File: config.mk
export PLATFORM = sky130hd
export DESIGN_NAME = pcp_queue
export DESIGN_NICKNAME = d
export VERILOG_FILES = /design/src/design/pinhole_camera_projection_unit_defines.svh /design/src/design/pcp_pkg.sv /design/src/design/pcp_queue.sv
export SDC_FILE = /design/constraint.sdc
export NUM_CORES = 1
export LEC_CHECK = 0
export ABC_AREA = 1
export ABC_CLOCK_PERIOD_IN_PS = 11250
export BUFFER_PORTS_ARGS = -buffer_cell sky130_fd_sc_hd__buf_2
export CAP_MARGIN = 20
export CORE_MARGIN = 4
export CORE_UTILIZATION = 45
export CTS_CLUSTER_SIZE = 8
export DETAILED_ROUTE_END_ITERATION = 7
export MAX_ROUTING_LAYER = met4
export SLEW_MARGIN = 10
export SYNTH_ARGS = -nofsm -noshare
export SYNTH_HDL_FRONTEND = slang
export SYNTH_SLANG_ARGS = --single-unit
File: constraint.sdc
create_clock -name clk -period 11.25 [get_ports clk]
set_input_delay 2.8125 -clock clk [delete_from_list [all_inputs] [get_ports clk]]
set_output_delay 2.8125 -clock clk [all_outputs]
set_load 0.01 [all_outputs]
File: src/design/pinhole_camera_projection_unit_defines.svh
// Assertion macros for the pinhole camera projection unit
`ifndef PINHOLE_CAMERA_PROJECTION_UNIT_DEFINES_SVH
`define PINHOLE_CAMERA_PROJECTION_UNIT_DEFINES_SVH

// same-cycle implication
`define PCP_ASSERT_NOW(lbl, cond, prop) \
  lbl: assert property (@(posedge clk) disable iff (!rst_n) (cond) |-> (prop)) \
    else $error("pcp: same-cycle check failed");

// next-cycle implication
`define PCP_ASSERT_NEXT(lbl, cond, prop) \
  lbl: assert property (@(posedge clk) disable iff (!rst_n) (cond) |=> (prop)) \
    else $error("pcp: next-cycle check failed");

`endif

File: src/design/pcp_pkg.sv
// Shared types, widths and constants of the projection unit
package pcp_pkg;

  localparam int FRAC_BITS  = 16;
  localparam int PIXEL_BITS = 12;

  localparam int VAL_W     = 32;
  localparam int COORD_W   = 12;
  localparam int REG_W     = 64;
  localparam int NUM_REGS  = 6;
  localparam int ADDR_W    = 6;
  localparam int REG_IDX_W = 3;

  // pixel minus principal point, signed
  localparam int DC_W  = ((COORD_W + FRAC_BITS + 1 > VAL_W) ?
                          COORD_W + FRAC_BITS + 1 : VAL_W) + 1;
  localparam int P0_W  = VAL_W + DC_W;
  localparam int PR_W  = 2 * VAL_W;
  localparam int H_W   = PR_W + 2;
  localparam int NUM_W = H_W + FRAC_BITS;
  localparam int DEN_W = H_W;
  localparam int NM_W  = NUM_W;
  localparam int DM_W  = DEN_W;
  // quotient bits kept; anything larger is flagged as overflow
  localparam int QB    = ((PIXEL_BITS + FRAC_BITS + 1 > VAL_W) ?
                          PIXEL_BITS + FRAC_BITS + 1 : VAL_W) + 1;
  localparam int QS_W  = QB + 2;
  localparam int CW    = DM_W + QB;

  localparam int QDEPTH = 4;
  localparam int QAW    = 2;
  localparam int QCW    = 3;

  // coefficient slots (4*row + col)
  localparam int CF_FOCAL = 0;
  localparam int CF_PPX   = 2;
  localparam int CF_PPY   = 6;

  localparam logic OP_BACKPROJ = 1'b0;
  localparam logic OP_PROJECT  = 1'b1;

  typedef enum logic [REG_IDX_W-1:0] {
    REG_ROW0_LEFT  = 3'd0,
    REG_ROW0_RIGHT = 3'd1,
    REG_ROW1_LEFT  = 3'd2,
    REG_ROW1_RIGHT = 3'd3,
    REG_ROW2_LEFT  = 3'd4,
    REG_ROW2_RIGHT = 3'd5
  } reg_idx_t;

  typedef logic signed [VAL_W-1:0] val_t;
  typedef val_t [11:0] coef_t;

  typedef struct packed {
    logic               op;
    logic [COORD_W-1:0] pixel_col;
    logic [COORD_W-1:0] pixel_row;
    val_t               depth;
    val_t               in_x;
    val_t               in_y;
    val_t               in_z;
  } in_item_t;

  typedef struct packed {
    val_t                  out_x;
    val_t                  out_y;
    val_t                  out_z;
    val_t                  plane_col;
    val_t                  plane_row;
    logic [PIXEL_BITS-1:0] round_col;
    logic [PIXEL_BITS-1:0] round_row;
    logic                  div_fault;
  } out_item_t;

  typedef struct packed {
    logic                   op;
    logic                   f_zero;
    val_t                   depth;
    val_t                   in_x;
    val_t                   in_y;
    val_t                   in_z;
    logic signed [DC_W-1:0] dc;
    logic signed [DC_W-1:0] dr;
  } qitem_t;

  typedef struct packed {
    logic full;
    logic empty;
  } q_stat_t;

  typedef struct packed {
    logic op;
    logic fault;
    val_t z;
  } side_t;

  typedef struct packed {
    logic [NM_W-1:0] rem;
    logic [QB-1:0]   quo;
    logic            neg;
    logic            ovf;
  } lane_t;

  typedef struct packed {
    logic            vld;
    side_t           side;
    lane_t           col;
    lane_t           row;
    logic [DM_W-1:0] den;
  } div_stage_t;

endpackage

File: src/design/pcp_queue.sv
// Short request queue between front and back
module pcp_queue import pcp_pkg::*; (
  input  logic    clk,
  input  logic    rst_n,
  input  logic    push,
  input  qitem_t  wdata,
  input  logic    pop,
  output qitem_t  rdata,
  output q_stat_t stat
);

  qitem_t           mem_r [QDEPTH];
  logic [QAW-1:0]   wp_r, wp_nxt;
  logic [QAW-1:0]   rp_r, rp_nxt;
  logic [QCW-1:0]   cnt_r, cnt_nxt;

  always_comb begin
    wp_nxt  = push ? wp_r + QAW'(1) : wp_r;
    rp_nxt  = pop ? rp_r + QAW'(1) : rp_r;
    cnt_nxt = cnt_r + QCW'(push) - QCW'(pop);
  end

  always_ff @(posedge clk) begin
    if (!rst_n) begin
      wp_r  <= '0;
      rp_r  <= '0;
      cnt_r <= '0;
    end else begin
      wp_r  <= wp_nxt;
      rp_r  <= rp_nxt;
      cnt_r <= cnt_nxt;
    end
  end

  always_ff @(posedge clk) begin
    if (push) begin
      mem_r[wp_r] <= wdata;
    end
  end

  assign rdata      = mem_r[rp_r];
  assign stat.full  = (cnt_r == QCW'(QDEPTH));
  assign stat.empty = (cnt_r == '0);

endmodule

After elaboration in Yosys (flattened, before gate mapping)
Memories as Yosys holds them, arrays and structs flattened. A register that Yosys moved wholly into a read port is not among the register bits.
Cells that the tools add are included.
- bits in registers: 7
- output and inout port bits: 198
- input port bits: 200
- memory bits (writable): 784
- memories: 1
- memories (memory ; depth ; bits a word ; read ports ; clocked after Yosys merged registers in ; write ports ; RTL line ; text):
    mem_r ; 4 ; 196 ; 1 ; 1 ; 1 ; pcp_queue.sv:12 ; qitem_t mem_r [QDEPTH];
- $add $sub $neg: 4
- equal/unequal tests: 1
- mux-type cells: 4
- reduce and logical (&&, ||, !) cells: 1
- operator list (kind ; count):
    $add A2 B1 Y2 const B ; 2
    $mux W2 ; 2
    $add A3 B1 Y3 ; 1
    $eq A3 B3 Y1 const B ; 1
    $logic_not A3 Y1 ; 1
    $sub A3 B1 Y3 ; 1
    $mux W1 ; 2

Longest topological paths before layout
- depth after elaboration: 3
- gate-level depth with buffers: 8
- depth with buffers taken out: 8

Least setup slack after synthesis
OpenSTA, ideal clock, no wires.
- path type: input to register
- start point: input push
- end point: memory mem_r[0][0] in the netlist's numbering (enable)
- stages: 2
- library setup time: 548 ps
- path slack: 4093 ps
- buffers on the path: 0
- arrival: 6609 ps
- required time: 10702 ps
- path through: nand2_1 -> inv_1
- word-level cells in the longest chain between the ends: 2
- ends and longest elaborated chain (element ; RTL line ; text):
    from (decl) ; pcp_queue.sv:5 ; input logic push,
    $mux W1 ; pcp_queue.sv:36 ; if (push) begin
    $mux W1 (implied by the code) ; pcp_queue.sv:37 ; mem_r[wp_r] <= wdata;
    to (decl) ; pcp_queue.sv:12 ;
Every way passes these cells.

==> flow_summary.json <==
{
  "final_nets": 2941,
  "hp-class": "reg -> reg",
  "startpoint_type": "flop",
  "power.leakage_nw": 14.2,
  "max_freq_ghz": 0.156,
  "critical-path-top-delay-family": "buffers and inverters",
  "ctsLongestPathBuffers": 3,
  "postPlaceCellArea_mm2": 0.0337,
  "cp-end-kind": "primary output",
  "drive_gt1_share_pct": 19.5,
  "crit_fanout": 280,
  "chipHeight_um": 271,
  "grt_max_degree": 297,
  "instances_no_fill": 3704,
  "die_area_mm2": 0.0736,
  "drv_cap": 0,
  "dr.first_iter.drc_count": 1026,
  "synth_area_leader_cell": "edfxtp_1",
  "status": "complete, no violations",
  "cts_setup_buffers": 0,
  "synth_cells": 2342,
  "ys.warnings.count": 0,
  "dp_hpwl_um": 36700,
  "synth.avg_cell_area_um2": 13.3,
  "ant_nets": 0,
  "slew_viol_final": 0,
  "wirelength_um": 64400,
  "period_minus_slack_ns": 6.42,
  "setup_violations": 0,
  "crit_required_ns": 8.44,
  "core_area_mm2": 0.0687,
  "drt_pass1_iterations": 5,
  "yosysUniqueCellTypes": 17,
  "post_cts_resized": 0,
  "rsz0062_at_grt": "false",
  "gp_congestion": 0.764,
  "rows": 96,
  "vias_per_cell": 4.94,
  "cts_hold_buf": 0,
  "synth_top_area_share_pct": 75.5,
  "vdd.ir_drop.worst_mv": 0.142,
  "fill_cells": 5726,
  "insertion_delay_ns": 0.64,
  "synthTopCellsByArea": "edfxtp_1 75%, inv_1 4.9%, nand2_1 4.8%, o211ai_1 4.7%, a21oi_1 3.2%",
  "ios": 398,
  "initial_utilization_pct": 45.4,
  "finish.instance_area_mm2": 0.0367,
  "drc": 0,
  "root_buffer": "clkbuf_16",
  "relSlewSlack_pct": 12.0,
  "power_density_mw_per_mm2": 187,
  "clk_pin_slew_worst_paths_ns": 0.05,
  "worst_path_max_delay_cell": "buf_4",
  "grt_overflow_total": 0,
  "syn-num-nets": 2549,
  "utilization_pct": 53.4,
  "avgRoutedWirePerCell_um": 17.4,
  "tightest_slew_ns": 1.32,
  "syn_area_mm2": 0.0312,
  "cpPeakStageDelay_ns": 0.86,
  "numCtsBuffers": 109,
  "num_vias": 18291,
  "htreeDepth": 3,
  "critPathArrivalTime_ns": 3.61,
  "antenna_found_initial": 17,
  "fin_crit_sh_pct": 57.1,
  "fin_setup_tns_ns": 0,
  "area_delta_synth_final_pct": 17.6,
  "synth.yosys.seq_area_share_pct": 76.0,
  "clock_skew_ns": 0.0211,
  "criticalPathCategory": "reg -> out",
  "portBuffers": 397,
  "grt_pass1_wl_um": 99700,
  "hold_viol": 0,
  "cts.sinks": 793,
  "crit_buf_inv": 3,
  "cts_tree": "built",
  "dieWidth_um": 271,
  "cp_cell_sequence": "buf_12, buf_4, a21oi_1, o21ai_0, nand2_1, buf_2",
  "ys_ff_latch": 793,
  "grt_usage_pct": 17.7,
  "place_inst": 3553,
  "grt_pass1_vias": 18355
}
[tightest hold or removal path, delay by kind of cell, from the launching register on]
kind / cells / cell delay [ns]
DFF: 1 / 0.29
AOI/OAI and AO/OA: 1 / 0.07
buffers and inverters: 1 / 0.05
[cells in the final DEF, fill, tap and decap left out, drive strengths merged]
cell type    n
nor3         1
clkbuf     124
ha           6
buf        412
dfxtp        9
clkinv       2
o21ai      200
nand2      402
nand3        1
o211ai     196
fa           1
nor2         2
a21oi      202
inv        412
diode       19
edfxtp     784
[per-stage QoR]
step / setup WS (ns) / power [mW] / hold slack [ns]
final: 4.83 / 6.87 / 0.454
after global routing: 4.57 / 7.16 / 0.509
after CTS: 4.90 / 6.96 / 0.465
after detailed placement: 5.52 / 4.07 / 0.456
after global placement: 5.49 / 4.05 / 0.441
after floorplan: 4.09 / 3.84 / 0.436
[routing by layer]
layer	track usage, %	vias to the layer above	wire, µm
li1	-	8964	-
met1	21.1	8794	26200
met2	29.5	432	31700
met3	5.46	101	5180
met4	5.09	0	1290
met5	-	-	0
[power breakdown]
| part | leakage, nW | total [mW] | internal (mW) | switching [mW] |
|---|---|---|---|---|
| clock network | 1.44 | 2.86 | 1.74 | 1.12 |
| registers | 7.28 | 3.43 | 3.39 | 0.0348 |
| logic | 5.47 | 0.579 | 0.186 | 0.392 |
[path summary, 6_finish.rpt]
kind                        startpoint  depth (start not counted)                    end  slack, ns
hold / removal    rp_r[1]$_SDFFE_PN0P_                          2                   flop       0.45
setup reg to reg  wp_r[0]$_SDFFE_PN0P_                          6  mem_r[2][8]$_DFFE_PP_       7.99
hold reg to reg   rp_r[1]$_SDFFE_PN0P_                          2                   flop       0.45
setup / recovery                  flop                          6              rdata[35]       4.83
[synth_stat cells (all sizes together)]
master  count
nand3       1
ha          6
buf       130
nor2        2
edfxtp    784
clkbuf      1
dfxtp       9
nand2     402
o21ai     200
nor3        1
inv       407
a21oi     202
o211ai    196
fa          1
[flip-flops by register name (all words and copies together) (netlist names), named ones only]
signal and cells:
rp_r 2, cnt_r 3, wp_r 2, mem_r 784
[logic make-up after synthesis]
kind of cell / after synthesis / synth area share [%]
flops: 793 / 76.0
compound gates: 598 / 11.2
buf+inv: 538 / 7.60
simple gates: 406 / 4.89
fa+ha+maj: 7 / 0.305
[area by class of cell]
cell class                 count  area [µm²]  area share [%]
clock inverter                 7        97.6           0.266
sequential                   793       23700            64.7
multi-input combinational   1011        5100            13.9
inverter                     407        1560            4.24
clock buffer                 124        2840            7.73
timing repair buffer         412        2160            5.88
tap                          931        1160            3.17
antenna                       19        47.5           0.130
Note: power is estimated with default switching activity, not from simulation.
