--- config.mk ---
export PLATFORM = sky130hd
export DESIGN_NAME = pcp_front_flat
export DESIGN_NICKNAME = d
export VERILOG_FILES = /design/src/design/pinhole_camera_projection_unit_defines.svh /design/src/design/pcp_pkg.sv /design/src/design/pcp_if.sv /design/src/design/pcp_front.sv /design/src/flat_wrapper.sv
export SDC_FILE = /design/constraint.sdc
export NUM_CORES = 1
export LEC_CHECK = 0
export ABC_CLOCK_PERIOD_IN_PS = 3000
export BUFFER_PORTS_ARGS = -buffer_cell sky130_fd_sc_hd__buf_2
export CORE_AREA = 3 3 288 290
export DETAILED_ROUTE_END_ITERATION = 10
export DIE_AREA = 0 0 291 293
export PLACE_DENSITY = 0.3
export SLEW_MARGIN = 30
export SYNTH_ARGS = -nofsm -noshare
export SYNTH_HDL_FRONTEND = slang
export SYNTH_SLANG_ARGS = --single-unit
--- constraint.sdc ---
create_clock -name vclk -period 3
set_input_delay 0.15 -clock vclk [all_inputs]
set_output_delay 0.15 -clock vclk [all_outputs]
set_load 0.05 [all_outputs]
--- src/design/pinhole_camera_projection_unit_defines.svh ---
// Assertion macros for the pinhole camera projection unit
`ifndef PINHOLE_CAMERA_PROJECTION_UNIT_DEFINES_SVH
`define PINHOLE_CAMERA_PROJECTION_UNIT_DEFINES_SVH

// same-cycle implication
`define PCP_ASSERT_NOW(lbl, cond, prop) \
  lbl: assert property (@(posedge clk) disable iff (!rst_n) (cond) |-> (prop)) \
    else $error("pcp: same-cycle check failed");

// next-cycle implication
`define PCP_ASSERT_NEXT(lbl, cond, prop) \
  lbl: assert property (@(posedge clk) disable iff (!rst_n) (cond) |=> (prop)) \
    else $error("pcp: next-cycle check failed");

`endif

--- src/design/pcp_pkg.sv ---
// Shared types, widths and constants of the projection unit
package pcp_pkg;

  localparam int FRAC_BITS  = 16;
  localparam int PIXEL_BITS = 12;

  localparam int VAL_W     = 32;
  localparam int COORD_W   = 12;
  localparam int REG_W     = 64;
  localparam int NUM_REGS  = 6;
  localparam int ADDR_W    = 6;
  localparam int REG_IDX_W = 3;

  // pixel minus principal point, signed
  localparam int DC_W  = ((COORD_W + FRAC_BITS + 1 > VAL_W) ?
                          COORD_W + FRAC_BITS + 1 : VAL_W) + 1;
  localparam int P0_W  = VAL_W + DC_W;
  localparam int PR_W  = 2 * VAL_W;
  localparam int H_W   = PR_W + 2;
  localparam int NUM_W = H_W + FRAC_BITS;
  localparam int DEN_W = H_W;
  localparam int NM_W  = NUM_W;
  localparam int DM_W  = DEN_W;
  // quotient bits kept; anything larger is flagged as overflow
  localparam int QB    = ((PIXEL_BITS + FRAC_BITS + 1 > VAL_W) ?
                          PIXEL_BITS + FRAC_BITS + 1 : VAL_W) + 1;
  localparam int QS_W  = QB + 2;
  localparam int CW    = DM_W + QB;

  localparam int QDEPTH = 4;
  localparam int QAW    = 2;
  localparam int QCW    = 3;

  // coefficient slots (4*row + col)
  localparam int CF_FOCAL = 0;
  localparam int CF_PPX   = 2;
  localparam int CF_PPY   = 6;

  localparam logic OP_BACKPROJ = 1'b0;
  localparam logic OP_PROJECT  = 1'b1;

  typedef enum logic [REG_IDX_W-1:0] {
    REG_ROW0_LEFT  = 3'd0,
    REG_ROW0_RIGHT = 3'd1,
    REG_ROW1_LEFT  = 3'd2,
    REG_ROW1_RIGHT = 3'd3,
    REG_ROW2_LEFT  = 3'd4,
    REG_ROW2_RIGHT = 3'd5
  } reg_idx_t;

  typedef logic signed [VAL_W-1:0] val_t;
  typedef val_t [11:0] coef_t;

  typedef struct packed {
    logic               op;
    logic [COORD_W-1:0] pixel_col;
    logic [COORD_W-1:0] pixel_row;
    val_t               depth;
    val_t               in_x;
    val_t               in_y;
    val_t               in_z;
  } in_item_t;

  typedef struct packed {
    val_t                  out_x;
    val_t                  out_y;
    val_t                  out_z;
    val_t                  plane_col;
    val_t                  plane_row;
    logic [PIXEL_BITS-1:0] round_col;
    logic [PIXEL_BITS-1:0] round_row;
    logic                  div_fault;
  } out_item_t;

  typedef struct packed {
    logic                   op;
    logic                   f_zero;
    val_t                   depth;
    val_t                   in_x;
    val_t                   in_y;
    val_t                   in_z;
    logic signed [DC_W-1:0] dc;
    logic signed [DC_W-1:0] dr;
  } qitem_t;

  typedef struct packed {
    logic full;
    logic empty;
  } q_stat_t;

  typedef struct packed {
    logic op;
    logic fault;
    val_t z;
  } side_t;

  typedef struct packed {
    logic [NM_W-1:0] rem;
    logic [QB-1:0]   quo;
    logic            neg;
    logic            ovf;
  } lane_t;

  typedef struct packed {
    logic            vld;
    side_t           side;
    lane_t           col;
    lane_t           row;
    logic [DM_W-1:0] den;
  } div_stage_t;

endpackage

--- src/design/pcp_if.sv ---
// Request and result channel interfaces
interface pcp_in_if import pcp_pkg::*; ();
  logic     valid;
  logic     ready;
  in_item_t data;
  modport source (output valid, output data, input ready);
  modport sink (input valid, input data, output ready);
endinterface


--- src/design/pcp_front.sv ---
// Front end: takes requests, checks the op, forms pixel offsets
module pcp_front import pcp_pkg::*; (
  pcp_in_if.sink  in_ch,
  input  coef_t   coef,
  input  q_stat_t q_stat,
  output logic    push,
  output qitem_t  item
);

  logic [COORD_W+FRAC_BITS:0] col_q;
  logic [COORD_W+FRAC_BITS:0] row_q;

  assign in_ch.ready = !q_stat.full;
  assign push        = in_ch.valid && !q_stat.full;

  always_comb begin
    col_q       = {1'b0, in_ch.data.pixel_col, {FRAC_BITS{1'b0}}};
    row_q       = {1'b0, in_ch.data.pixel_row, {FRAC_BITS{1'b0}}};
    item.op     = in_ch.data.op;
    item.f_zero = (coef[CF_FOCAL] == '0);
    item.depth  = in_ch.data.depth;
    item.in_x   = in_ch.data.in_x;
    item.in_y   = in_ch.data.in_y;
    item.in_z   = in_ch.data.in_z;
    if (in_ch.data.op == OP_BACKPROJ) begin
      item.dc = DC_W'($signed(col_q)) - DC_W'($signed(coef[CF_PPX]));
      item.dr = DC_W'($signed(row_q)) - DC_W'($signed(coef[CF_PPY]));
    end else begin
      item.dc = '0;
      item.dr = '0;
    end
  end

endmodule

--- src/flat_wrapper.sv ---
// flat-port wrapper written by rule: the top's interface ports become plain ports
module pcp_front_flat import pcp_pkg::*;
  (coef, q_stat, push, item, in_ch_valid, in_ch_data, in_ch_ready);
  pcp_in_if in_ch_i ();
  input  coef_t coef;
  input  q_stat_t q_stat;
  output logic push;
  output qitem_t item;
  input wire logic [$bits(in_ch_i.valid)-1:0] in_ch_valid;
  input wire logic [$bits(in_ch_i.data)-1:0] in_ch_data;
  output wire logic [$bits(in_ch_i.ready)-1:0] in_ch_ready;
  assign in_ch_i.valid = in_ch_valid;
  assign in_ch_i.data = in_ch_data;
  assign in_ch_ready = in_ch_i.ready;
  pcp_front u_core (.in_ch(in_ch_i), .coef(coef), .q_stat(q_stat), .push(push), .item(item));
endmodule
=== Word-level counts from Yosys, hierarchy flattened ===
Index checks and enable logic that the tools add are counted.

* $add $sub $neg: 2
* Multiplexer cells: 1
* Reductions and logical operators: 3

{| class="wikitable"
|+ Operators by type and width
! operator !! count
|-
| $mux W66 || 1
|-
| $sub A29 B32 Y33 || 2
|-
| $logic_not A32 Y1 || 1
|-
| $logic_and A1 B1 Y1 || 1
|-
| $logic_not A1 Y1 || 1
|}

* Register bits after elaboration: 0
* Input bits: 540
* Logic and storage cells: 6

=== Logic depth before layout (Yosys ltp) ===
Gate-level depths: netlist of the first run.

* Word-level depth: 2
* Depth in mapped cells: 8
* Gate-level depth less buffers: 8

=== Worst setup path after synthesis of the first run ===
No wires, ideal clock.

* Kind: input to output
* Start point: input port coef[208] in the netlist's numbering
* End point: output port item[30] in the netlist's numbering
* Arrival: 3.196 ns
* Data required time: 2.850 ns
* Slack: -0.346 ns
* Stages: 8
* Path buffers: 0
* Cells stage by stage: inv_1 ha_1 or4b_4 or4_4 o211a_4 o211ai_1 a21oi_1 a211oi_1

{| class="wikitable"
|+ RTL lines
! item !! RTL line !! RTL
|-
| start, declared || flat_wrapper.sv:5 || <nowiki>input coef_t coef;</nowiki>
|-
| end, declared || flat_wrapper.sv:8 || <nowiki>output qitem_t item;</nowiki>
|}

==> flow_metrics.py, run 1 <==
metrics = {
    "global_routing": {
        "use_met2": 0.0696,
        "grt_max_degree": 32,
        "antenna_found_initial": 3,
        "grt_usage": 0.0421,
        "grt_util_met1": 0.0437,
        "grt_first_pass_wirelength_mm": 26.5,
        "grt-busiest-layer": "met2",
        "met3_usage": 0.0257,
        "grt_pass1_vias": 3835,
        "grt.overflow.total": 0,
    },
    "worst_setup_path": {
        "critPathArrivalTime_ps": 2730,
        "path_delay_family": "simple AND/OR/NAND/NOR gates",
        "slowest_stage": "or4_4",
        "start_kind": "input pin",
        "required_ps": 2850,
        "cp-end-kind": "output port",
        "path_buf_inv": 3,
        "critPathKind": "input pin to output port",
        "cpPeakStageDelay_ps": 480,
        "crit_chain": "buf_2 -> inv_1 -> ha_4 -> or4b_4 -> or4_4 -> o211a_4 -> o211ai_1 -> a21o_2 -> mux2_4 -> buf_6",
        "cp_max_fo": 3,
    },
    "yosys": {
        "yosysUniqueCellTypes": 58,
        "yosys_warnings": 0,
        "seq_area_frac_synth": 0,
        "syn_inst": 506,
        "syn_area_um2": 3410,
        "avgSynthCellArea_um2": 6.74,
        "synthesis.nets": 1072,
    },
    "floorplanning": {
        "start_util": 0.0423,
        "std_cell_rows": 104,
        "dieArea_um2": 85300,
        "dieHeight_um": 293,
        "core_um2": 80500,
        "ioPinCount": 738,
        "die_x_um": 291,
    },
    "final_layout": {
        "seq_cells": 0,
        "clkbuf_count": 0,
        "final_cells": 1641,
        "fillers": 9567,
        "final_common_cell": "buf_2",
        "drive_gt1_frac": 0.401,
        "final_cell_mix": "185 x buf_2, 70 x nor2_1, 38 x inv_1",
        "area.sequential_um2": 0,
        "areaGrowthSynthToFinish_pct": 45.4,
        "num-nets-final": 1147,
        "multiInputGateArea_um2": 2290,
    },
    "timing": {
        "fin_crit_ps": 2880,
        "grt_setup_unrepaired": "yes",
        "layout_setup_ws_ps": 116,
        "relSlewSlack": 0.590,
        "worstMarginPinSlew_ps": 613,
        "slew_viol_final": 0,
        "timing.final.crit_share": 0.961,
        "setup_viol": 0,
        "fmax_mhz": 347,
        "hold_viol": 0,
    },
    "routing": {
        "first_iter_violations": 87,
        "finalWirelength_mm": 19.4,
        "via_per_inst": 2.22,
        "num_vias": 3637,
        "wl_per_cell_um": 11.8,
        "final_antenna_net_count": 0,
        "firstDrtPassIters": 4,
        "drc": 0,
    },
    "placement": {
        "portBuffers": 193,
        "post-place-ws_ps": -102,
        "placed_cells": 1639,
        "place.gp.congestion": 0.768,
        "hpwl_mm": 18.0,
    },
    "hold_path": {
        "hold_class": "input pin to output port",
        "holdPathEnd": "item[109]",
        "holdCritStartpoint": "in_ch_data[43]",
        "whs_path_depth": 0,
    },
    "outcome": {
        "status": "complete, no violations",
    },
    "clocking": {
        "holdBufCountCts": 0,
        "post-cts-setup-buffers": 0,
    },
    "flow_run": {
        "maxCapViolCount": 0,
    },
}
==> cell usage after synthesis (2+ instances only) <==
cell type  instances  area share
a21o_2             4       0.010
o21bai_1           2      0.0044
nand2b_1           7       0.013
a41oi_1            2      0.0051
clkbuf_1           7      0.0077
a31oi_1            2      0.0037
o211ai_1           2      0.0044
a21o_1             3      0.0066
ha_1              26       0.095
o31ai_1            3      0.0066
or4_1              2      0.0044
nor4_1            13       0.024
nor2_1            70       0.077
and2_1             2      0.0037
mux2_1             5       0.017
nand3b_1           3      0.0066
a21boi_0           3      0.0066
buf_4            130        0.29
xor2_1            23       0.059
nor3b_1            2      0.0044
o31a_1             2      0.0051
nand4b_1           5       0.013
o21ai_0            6      0.0088
nand2_1           16       0.018
or4_4              3      0.0099
nand3_1            3      0.0044
xnor2_1           19       0.049
nor2b_1            9       0.017
nor3_1            22       0.032
inv_1             38       0.042
o21a_1             6       0.013
a21oi_1           24       0.035
or3_1              8       0.015
a21boi_1           4      0.0088
nand4_1            7       0.013
==> through the flow <==
step / hold slack [ps] / util / area [um^2] / TNS [ps]
floorplan: 467 / - / 3420 / 0
global placement: 300 / 0.0611 / 4920 / -276
detailed placement: 300 / 0.0611 / 4920 / -239
CTS: 300 / 0.0613 / 4930 / 0
global route: 300 / 0.0615 / 4950 / 0
finish: 300 / 0.0616 / 4960 / 0
==> metal layers <==
metal,part of all wire,vias up
met2,0.43,234
li1,-,1748
met4,0.046,0
met5,0,-
met1,0.36,1581
met3,0.16,74
==> cell type report <==
| type | count | area share |
|---|---|---|
| repair buffers | 211 | 0.242 |
| diodes | 2 | 0.00101 |
| inverters | 38 | 0.0288 |
| well taps | 1060 | 0.267 |
| multi-input cells | 330 | 0.461 |
==> worst max-delay path by stage <==
stage	from	endpoint	slack, ps	depth (start not counted)
after floorplan	coef[208]	item[22]	40	7
after global placement	coef[208]	item[28]	-110	10
after detailed placement	coef[208]	item[28]	-100	10
after CTS	coef[208]	item[28]	10	10
after global routing	coef[208]	item[31]	8	10
final	coef[208]	item[28]	120	10
==> what timing repair did <==
item,CTS,global route
gates resized for setup,3,3
pin swaps,4,3
setup endpoints to repair,5,5
cloned,0,0
==> kinds of logic after synthesis <==
group | Yosys count | synth area share
xor+xnor | 42 | 0.108
compound gates | 77 | 0.165
buf+inv | 176 | 0.339
fa+ha+maj | 26 | 0.0954
mux | 6 | 0.0194
simple gates | 179 | 0.273
==> inputs of run 2 (changes only) <==
--- a/config.mk
+++ b/config.mk
@@ -5,11 +5,12 @@
 export SDC_FILE = /design/constraint.sdc
 export NUM_CORES = 1
 export LEC_CHECK = 0
+export ABC_AREA = 1
 export ABC_CLOCK_PERIOD_IN_PS = 3000
 export BUFFER_PORTS_ARGS = -buffer_cell sky130_fd_sc_hd__buf_2
-export CORE_AREA = 3 3 288 290
+export CORE_AREA = 3 3 284 286
 export DETAILED_ROUTE_END_ITERATION = 10
-export DIE_AREA = 0 0 291 293
+export DIE_AREA = 0 0 287 289
 export PLACE_DENSITY = 0.3
 export SLEW_MARGIN = 30
 export SYNTH_ARGS = -nofsm -noshare
==> flow_metrics.py, run 2 <==
metrics = {
    "floorplanning": {
        "ioPinCount": 738,
        "die_x_um": 287,
        "dieHeight_um": 289,
        "core_um2": 78600,
        "std_cell_rows": 103,
        "start_util": 0.0605,
        "dieArea_um2": 82900,
    },
    "timing": {
        "fin_crit_ps": 2310,
        "setup_viol": 0,
        "tns_ps": 0,
        "worstMarginPinSlew_ps": 673,
        "hold_viol": 0,
        "timing.final.crit_share": 0.768,
        "grt_setup_unrepaired": "no",
        "relSlewSlack": 0.550,
        "fmax_mhz": 434,
        "slew_viol_final": 0,
    },
    "global_routing": {
        "grt_max_degree": 43,
        "grt_first_pass_wirelength_mm": 38.0,
        "grt_pass1_vias": 5487,
        "antenna_found_initial": 2,
        "grt_usage": 0.0625,
        "grt.overflow.total": 0,
    },
    "final_layout": {
        "drive_gt1_frac": 0.260,
        "multiInputGateArea_um2": 3080,
        "clkbuf_count": 0,
        "areaGrowthSynthToFinish_pct": 27.8,
        "fillers": 9549,
        "area.sequential_um2": 0,
        "final_common_cell": "nand2_1",
        "final_cell_mix": "255 x nand2_1, 193 x buf_2, 165 x inv_1",
        "num-nets-final": 1577,
        "seq_cells": 0,
    },
    "routing": {
        "firstDrtPassIters": 4,
        "first_iter_violations": 230,
        "drc": 0,
        "final_antenna_net_count": 0,
        "finalWirelength_mm": 27.6,
        "via_per_inst": 2.66,
        "wl_per_cell_um": 13.4,
        "num_vias": 5483,
    },
    "yosys": {
        "yosys_warnings": 0,
        "yosys-top-cells-count": "255 x nand2_1, 165 x inv_1, 146 x nor2_1",
        "synth.area.top_cells": "buf_4 21%, nand2_1 20%, inv_1 13%, nor2_1 12%, ha_1 6.8%",
        "avgSynthCellArea_um2": 5.01,
        "syn_inst": 948,
        "synthesis.nets": 1514,
        "yosysUniqueCellTypes": 33,
        "syn_area_um2": 4750,
        "synth_most_common_cell": "nand2_1",
        "synth_top_area_share": 0.205,
        "seq_area_frac_synth": 0,
        "synth_top_cell_by_area": "buf_4",
    },
    "worst_setup_path": {
        "crit_start": "coef[64]",
        "cp-end-kind": "output port",
        "start_kind": "input pin",
        "cp_max_fo": 4,
        "critPathKind": "input pin to output port",
        "required_ps": 2850,
        "endpoint": "item[51]",
        "critPathArrivalTime_ps": 2160,
    },
    "clocking": {
        "holdBufCountCts": 0,
        "post-cts-setup-buffers": 0,
        "postCtsResizedCells": 0,
    },
    "placement": {
        "place.gp.congestion": 0.813,
        "portBuffers": 193,
        "hpwl_mm": 25.4,
    },
    "flow_run": {
        "maxCapViolCount": 0,
    },
    "outcome": {
        "status": "complete, no violations",
    },
    "hold_path": {
        "hold_class": "input pin to output port",
    },
}
## run 2: final cells by class
class	count	share of cell area
Tap cell	1050	0.216
Antenna cell	1	0.000412
Timing Repair Buffer	196	0.165
Inverter	180	0.111
Multi-Input combinational cell	633	0.507
## run 2: logic make-up (layout without fill, tap and decap cells)
logic type | Yosys count | after routing | share of synthesized area
simple gates | 517 | 517 | 0.476
buf+inv | 315 | 376 | 0.352
compound gates | 86 | 86 | 0.0961
fa+ha+maj | 26 | 26 | 0.0684
xor+xnor | 4 | 4 | 0.00737
other cells | 0 | 1 | 0
## run 2: layer usage
| layer | share of wire | vias up | wire, um | track usage |
|---|---|---|---|---|
| li1 | - | 2869 | - | - |
| met1 | 0.40 | 2276 | 10900 | 0.0723 |
| met2 | 0.43 | 278 | 12000 | 0.104 |
| met3 | 0.14 | 58 | 3770 | 0.0280 |
| met4 | 0.023 | 2 | 636 | 0.0118 |
| met5 | 0.010 | - | 279 | 0.0233 |
## run 2: how the worst min path moves through the flow
stage | cells past startpoint | startpoint | slack (ps) | to
floorplan | 1 | in_ch_data[34] | 470 | item[100]
global placement | 0 | in_ch_data[35] | 300 | item[101]
detailed placement | 0 | in_ch_data[35] | 300 | item[101]
CTS | 0 | in_ch_data[35] | 300 | item[101]
global route | 0 | in_ch_data[52] | 300 | item[118]
finish | 0 | in_ch_data[86] | 300 | item[152]
## run 2: per-stage QoR
stage                     hold slack [ps]  worst slack, ps  cell area, um^2  std cells  utilization
after global routing                  300              386             6070       2059       0.0772
final                                 300              695             6070       2060       0.0773
after floorplan                       467              938             4750        948            -
after detailed placement              300              566             6070       2059       0.0772
after CTS                             300              560             6070       2059       0.0772
after global placement                300              572             6070       2059       0.0772
## run 2: worst max-delay path: stages
cell and delay (ps):
buf_2 110, inv_1 90, ha_1 330, nand2_1 130, inv_2 120, nand3_1 180, nor2_2 260, nand2_1 100
nand3_1 80, nand2_1 50, nor2_1 230, buf_2 330
==> inputs of run 3 (changes only) <==
--- a/config.mk
+++ b/config.mk
@@ -6,7 +6,7 @@
 export NUM_CORES = 1
 export LEC_CHECK = 0
 export ABC_AREA = 1
-export ABC_CLOCK_PERIOD_IN_PS = 3000
+export ABC_CLOCK_PERIOD_IN_PS = 2200
 export BUFFER_PORTS_ARGS = -buffer_cell sky130_fd_sc_hd__buf_2
 export CORE_AREA = 3 3 284 286
 export DETAILED_ROUTE_END_ITERATION = 10
==> constraint.sdc (replaced) <==
create_clock -name vclk -period 2.2
set_input_delay 0.11 -clock vclk [all_inputs]
set_output_delay 0.11 -clock vclk [all_outputs]
set_load 0.05 [all_outputs]
==> flow_metrics.py, run 3 (synthesis gave the netlist of run 2 again) <==
metrics = {
    "outcome": {
        "status": "complete, no violations",
    },
    "routing": {
        "drc": 0,
        "first_iter_violations": 294,
        "num_vias": 5635,
        "via_per_inst": 2.71,
        "wl_per_cell_um": 13.4,
        "firstDrtPassIters": 5,
        "final_antenna_net_count": 0,
        "finalWirelength_mm": 27.8,
    },
    "final_layout": {
        "clkbuf_count": 0,
        "final_common_cell": "nand2_1",
        "seq_cells": 0,
        "final_cells": 2076,
        "num-nets-final": 1594,
        "fillers": 9492,
        "num_antenna_cells": 0,
        "area.sequential_um2": 0,
        "multiInputGateArea_um2": 3100,
        "drive_gt1_frac": 0.278,
        "stdcell_area_um2": 6280,
        "final_cell_mix": "255 x nand2_1, 185 x buf_2, 165 x inv_1",
        "areaGrowthSynthToFinish_pct": 32.1,
        "finish.utilization": 0.0799,
    },
    "global_routing": {
        "grt_pass1_vias": 5608,
        "grt_first_pass_wirelength_mm": 38.0,
        "antenna_found_initial": 4,
        "grt_max_degree": 27,
        "grt_usage": 0.0628,
        "grt.overflow.total": 0,
    },
    "hold_path": {
        "hold_class": "input pin to output port",
    },
    "worst_setup_path": {
        "slowest_stage": "ha_1",
        "cpMostUsedCell": "nand2_1",
        "cp-end-kind": "output port",
        "path_buf_inv": 3,
        "cp_max_fo": 6,
        "crit_chain": "buf_2 -> inv_1 -> ha_1 -> nand2_1 -> nor2_2 -> nand3_1 -> nor2_1 -> nand2_1 -> nand2_1 -> o21ai_1 -> nor2_1 -> buf_2",
        "cpPeakStageDelay_ps": 390,
        "start_kind": "input pin",
        "path_delay_family": "simple AND/OR/NAND/NOR gates",
        "critPathArrivalTime_ps": 1920,
        "required_ps": 2090,
        "critPathKind": "input pin to output port",
    },
    "timing": {
        "tns_ps": 0,
        "relSlewSlack": 0.662,
        "slew_viol_final": 0,
        "worstMarginPinSlew_ps": 505,
        "setup_viol": 0,
        "hold_viol": 0,
        "fin_crit_ps": 2030,
        "fmax_mhz": 493,
        "layout_setup_ws_ps": 173,
        "grt_setup_unrepaired": "no",
        "timing.final.crit_share": 0.921,
    },
    "power_and_ir_drop": {
        "cellPowerDensity_nw_per_um2": 234,
        "p_leak_nw": 3.17,
        "irDropWorstVdd_mv": 0.128,
    },
    "placement": {
        "dpl_cell_area_um2": 6220,
        "portBuffers": 193,
        "placed_cells": 2075,
        "post-place-ws_ps": 68.6,
        "place.gp.congestion": 0.810,
        "hpwl_mm": 25.6,
    },
    "flow_run": {
        "maxCapViolCount": 0,
    },
    "floorplanning": {
        "ioPinCount": 738,
        "std_cell_rows": 103,
        "dieArea_um2": 82900,
        "start_util": 0.0605,
        "core_um2": 78600,
        "die_x_um": 287,
        "dieHeight_um": 289,
    },
}
## run 3: cell types whose count changed in the layout (fill, tap and decap cells not counted)
cell,delta
buf_12,+3
nor2_4,+1
nor2_1,-5
o21ai_2,+1
buf_2,-8
diode_2,-1
buf_4,+17
o21ai_1,-1
nor2_2,+4
clkbuf_4,+5
## run 3: cell type report
type | instances | share of cell area
multi-input combinational | 633 | 0.494
tap | 1050 | 0.209
timing repair buffer | 213 | 0.189
inverter | 180 | 0.108
## run 3: worst paths after layout
check	slack (ps)	end	startpoint	cells past startpoint
max	170	item[22]	coef[210]	12
min	220	item[137]	in_ch_data[71]	0
## run 3: power breakdown
| group | internal, mW | total (mW) | switching, mW |
|---|---|---|---|
| Combinational | 0.417 | 1.47 | 1.05 |
| Sequential | 0 | 0 | 0 |
| Clock | 0 | 0 | 0 |
| Total | 0.417 | 1.47 | 1.05 |
## run 3: stage by stage
step	power [mW]	hold WS (ps)
2_1_floorplan	1.54	387
3_3_place_gp	1.49	220
3_5_place_dp	1.48	220
4_1_cts	1.48	220
5_1_grt	1.62	220
6_report	1.47	220
## run 3: what timing repair did
item                       4_1_cts  5_1_grt
gates resized for setup          0       14
setup buffers                    0        1
setup endpoints to repair        0       11
hold buffers                     0        0
## run 3: metal layers
layer	up-vias	share of wire	wire [um]	global-route usage
li1	2902	-	-	-
met1	2373	0.41	11300	0.0735
met2	292	0.43	12000	0.103
met3	64	0.13	3550	0.0274
met4	4	0.026	737	0.0140
met5	-	0.011	293	0.0233
Power figures use the tool's default switching activity.
